==> src/rtl/zcrd_ram.sv <==
// Generic single-port-write, single-port-read RAM with a registered read.
// It depends on nothing else.
module zcrd_ram #(
  parameter int WIDTH = 8,
  parameter int DEPTH = 2
) (
  input  logic                     clk_i,
  input  logic                     we_i,
  input  logic [$clog2(DEPTH)-1:0] waddr_i,
  input  logic [WIDTH-1:0]         wdata_i,
  input  logic [$clog2(DEPTH)-1:0] raddr_i,
  output logic [WIDTH-1:0]         rdata_o
);

  logic [WIDTH-1:0] mem [DEPTH];
  logic [WIDTH-1:0] rdata_q;

  always_ff @(posedge clk_i) begin
    if (we_i) begin
      mem[waddr_i] <= wdata_i;
    end
    rdata_q <= mem[raddr_i];
  end

  assign rdata_o = rdata_q;

endmodule

==> config.mk <==
export PLATFORM = sky130hd
export DESIGN_NAME = zcrd_ram
export DESIGN_NICKNAME = d
export VERILOG_FILES = /design/src/rtl/zcrd_ram.sv
export SDC_FILE = /design/constraint.sdc
export NUM_CORES = 1
export LEC_CHECK = 0
export ABC_AREA = 0
export BUFFER_PORTS_ARGS = -buffer_cell sky130_fd_sc_hd__buf_2
export CAP_MARGIN = 5
export CELL_PAD_IN_SITES_DETAIL_PLACEMENT = 0
export CELL_PAD_IN_SITES_GLOBAL_PLACEMENT = 2
export CORE_UTILIZATION = 42
export CTS_BUF_LIST = sky130_fd_sc_hd__clkbuf_4 sky130_fd_sc_hd__clkbuf_8
export DETAILED_ROUTE_END_ITERATION = 8
export PLACE_DENSITY_LB_ADDON = 0.1
export SETUP_SLACK_MARGIN = 0.3
export SLEW_MARGIN = 5
export SYNTH_ARGS = -nofsm -noshare
export SYNTH_HDL_FRONTEND = slang
export SYNTH_SLANG_ARGS = --single-unit
==> constraint.sdc <==
create_clock -name clk_i -period 1.7 [get_ports clk_i]
set_input_delay 0 -clock clk_i [delete_from_list [all_inputs] [get_ports clk_i]]
set_output_delay 0 -clock clk_i [all_outputs]
set_load 0.05 [all_outputs]
After elaboration in Yosys (flattened, before gate mapping)
Memories as Yosys holds them, arrays and structs flattened. A register that Yosys moved wholly into a read port is not among the register bits. Index checks and enable logic that the tools add are counted.

Bits in registers: 0. Latch bits: 0. Bits in writable memories: 16. Memory bits (read-only): 0. Input bits: 12. Output and inout port bits: 8. Logic and storage cells: 3. Memories kept: 1.

Memory list: mem (depth 2, width 8, rd ports 1, clocked after memory_dff 1, write ports 1, line 15) `logic [WIDTH-1:0] mem [DEPTH];`.

Add/subtract/negate cells: 0. Multipliers: 0. Div/mod/pow operators: 0. Magnitude comparators: 0. Equality and inequality tests: 0. Shifts and indexed selects: 0. Mux-type cells: 2. Bitwise operators: 0. Reductions and logical operators: 0.

Operators by type and width (number): 2-to-1 mux 1 bit (2).

Depth between registers and ports, before layout
Word-level depth: 2. Depth in mapped cells: 2. Depth with buffers taken out: 1.

Worst setup path before layout
No wires, ideal clock.

Path type: input to register. Start: in we_i. End: mem mem[0][0], enable pin. Library setup time: 0.373 ns. Data arrival time: 0.420 ns. Data required time: 1.327 ns. Setup slack: 0.907 ns. Cell stages on the path: 1. Buffers on the path: 0. Cells stage by stage: nor2b_1.

Longest elaborated chain between the ends: 2.

Ends and longest elaborated chain: from (decl) (line 8) `input logic we_i,`; 2-to-1 mux 1 bit (line 19) `if (we_i) begin`; 2-to-1 mux 1 bit (not written as such) (line 20) `mem[waddr_i] <= wdata_i;`; to (decl) (line 15).

No other way between the ends.

Worst setup path in the final report
Start: reg rdata_q[5], in the netlist rdata_o[5], read port of mem. End: out rdata_o[5].

RTL lines: from (decl) (line 16) `logic [WIDTH-1:0] rdata_q;`; to (decl) (line 12) `output logic [WIDTH-1:0] rdata_o`.

No word-level cell between the ends.

==> flow_summary.ini <==
[critical_path]
path_delay_family = flip-flops
critical_path.max_fanout = 1
r2r_setup_slack_ns = 0.94
worstSetupPathType = flip-flop to output pin
start_kind = flip-flop
slowest_stage = dfxtp_1
r2r-start = mem[0][5]
critical_path_buf_inv_count = 1
cp.required_ns = 1.70
max_stage_delay_ns = 0.33
crit_chain = buf_2
cp-end-kind = output pin
arrival_ns = 0.88
reg2reg_depth = 1
timing.rr.end = rdata_o[5]

[synthesis]
synth_top_flop_cell = edfxtp_1
synth_compound_area_share_pct = 0
synth_cell_types = 6
synth_warnings = 0
synthArstFlopShare_pct = 0
syn_area_um2 = 785
netlist.area_leader.share_pct = 61.2
synthesis.instances = 35
yosysTopAreaCell = edfxtp_1
synth_top_family_by_area = multiplexers
yosysMostFrequentCell = edfxtp_1
synth_seq_area_share_pct = 81.7
synth_xor_area_share_pct = 0
syn_nets = 47
ys_top_cells_by_area = edfxtp_1 61%, dfxtp_1 20%, mux2_4 15%, buf_6 1.4%, and2_1 0.80%
synth_seq_cells = 24
synth_edf_count = 16
synth_mux_area_share_pct = 15.3
netlist_top_cells_count = 16 x edfxtp_1, 8 x dfxtp_1, 8 x mux2_4
avgSynthCellArea_um2 = 22.4
synthAdderAreaFrac_pct = 0
yosys.area_share.simple_pct = 1.59

[clock_tree]
clkSlewWorstSetupHoldPaths_ns = 0.12
cts_buffers = 3
cts-root-buf = clkbuf_4
cts_tree = built
cts.htree.levels = 1
clkSinkCount = 24
cts.repair.resized = 0
postCtsSetupRepairBufs = 0
clk_path_buf_depth = 2
clock_latency_ns = 0.29

[power_and_ir_drop]
swShare_pct = 23.6
clockPowerShare_pct = 22.0
internal_power_mw = 0.812
p_leak_nw = 0.412
vdd_drop_max_mv = 0.743
pwr-share-comb_pct = 14.2
p_sw_mw = 0.251
sequentialPowerShare_pct = 63.8
powerDensity_nw_per_um2 = 1060

[global_route]
grt_max_degree = 14
grt_pass1_vias = 388
antenna_found_initial = 0
grt_pass1_wl_um = 1590
gr-total-overflow = 0
grt_usage_pct = 11.1

[floorplanning]
num_io_pins = 20
dieArea_um2 = 2040
initial_core_util_pct = 44.9
rows = 15
die_h_um = 45.2
coreArea_um2 = 1750
die_width_um = 45.2

[timing]
finalSetupTns_ns = 0
hold_slack_ns = 0.127
skew_ns = 0.00486
hold_viol_final = 0
min_period_ns = 0.878
fin_ws_ns = 0.822
worstMarginPinSlew_ns = 0.694
slew_headroom_pct = 53.7
setup_viol = 0
maxClockFrequency_mhz = 1140
min_period_over_period_pct = 51.6
drv_slew = 0
rsz0062_at_grt = false

[route]
ant_nets = 0
dr.pass1.iters = 2
wl_per_cell_um = 10.9
drtIter0Drc = 7
via_count = 379
viasPerCell = 4.21
wirelength_um = 982
drc = 0

[finish]
diodes = 0
postLayoutCoreUtil_pct = 57.6
nets = 78
areaGrowthSynthToFinish_pct = 28.2
fill_cells = 146
drive_above_1_share_pct = 46.2

[place]
pre_cts_ws_ns = 0.643
place.gp.congestion = 0.612
port_buffers = 19

[hold_path]
hp-class = input port to flip-flop
hold_depth = 2
min_to = mem[0][5]
worstHoldStart = waddr_i

[outcome]
outcome = completed

[run]
max_cap_violations = 0
## how the worst max path moves through the flow
stage | to | slack [ns] | start | cells past startpoint
after floorplan | mem[0][0] | 0.91 | we_i | 1
after global placement | mem[0][4] | 0.72 | waddr_i | 2
after detailed placement | mem[0][4] | 0.64 | waddr_i | 2
after CTS | rdata_o[5] | 0.80 | rdata_o[5] | 1
after global routing | rdata_o[0] | 0.77 | rdata_o[0] | 1
final | rdata_o[5] | 0.82 | rdata_o[5] | 1
## final cells by class
class | count | area, um2 | share of cell area (%)
sequential | 24 | 641 | 63.7
timing repair buffer | 27 | 175 | 17.4
multi-input combinational | 10 | 133 | 13.2
tap | 25 | 31.3 | 3.11
clock buffer | 3 | 22.5 | 2.24
clock inverter | 1 | 3.75 | 0.373
## timing repair
item | in CTS | in global routing
endpoints found under the hold margin | 16 | 0
hold buffers | 8 | 0
setup endpoints to repair | 0 | 0
## stage by stage
| step | total power, mW | cell area [um2] | std cells |
|---|---|---|---|
| 2_1_floorplan | 0.794 | 785 | 35 |
| 3_3_place_gp | 0.825 | 900 | 78 |
| 3_5_place_dp | 0.830 | 900 | 78 |
| 4_1_cts | 1.07 | 1010 | 90 |
| 5_1_grt | 1.11 | 1010 | 90 |
| 6_report | 1.06 | 1010 | 90 |
## cell usage in the layout, fill, tap and decap left out
master,count
edfxtp_1,16
and2_1,1
dfxtp_1,8
nor2b_1,1
mux2_4,8
buf_2,19
dlygate4sd3_1,8
clkinv_1,1
clkbuf_4,3
## logic make-up (layout without fill, tap and decap cells)
family,count (synthesis),after routing
buffers and inverters,1,31
and+or+nand+nor,2,2
muxes,8,8
DFF,24,24
## state kept, by name (all words and copies together), names as in the netlist
| register | cells |
|---|---|
| mem | 16 |
| rdata_o | 8 |
## metal layers
layer	track usage, %	routed length (um)
met5	0	0
met4	3.64	0
met3	2.40	50
met2	19.4	509
met1	13.6	422
## power groups by stage
stage	clock [mW]	combinational, mW	sequential [mW]
final	0.234	0.151	0.678
after detailed placement	0	0.137	0.693
after global placement	0	0.135	0.690
after CTS	0.241	0.152	0.679
after floorplan	0	0.0402	0.753
after global routing	0.265	0.159	0.683
(Power assumes the default switching activity.)
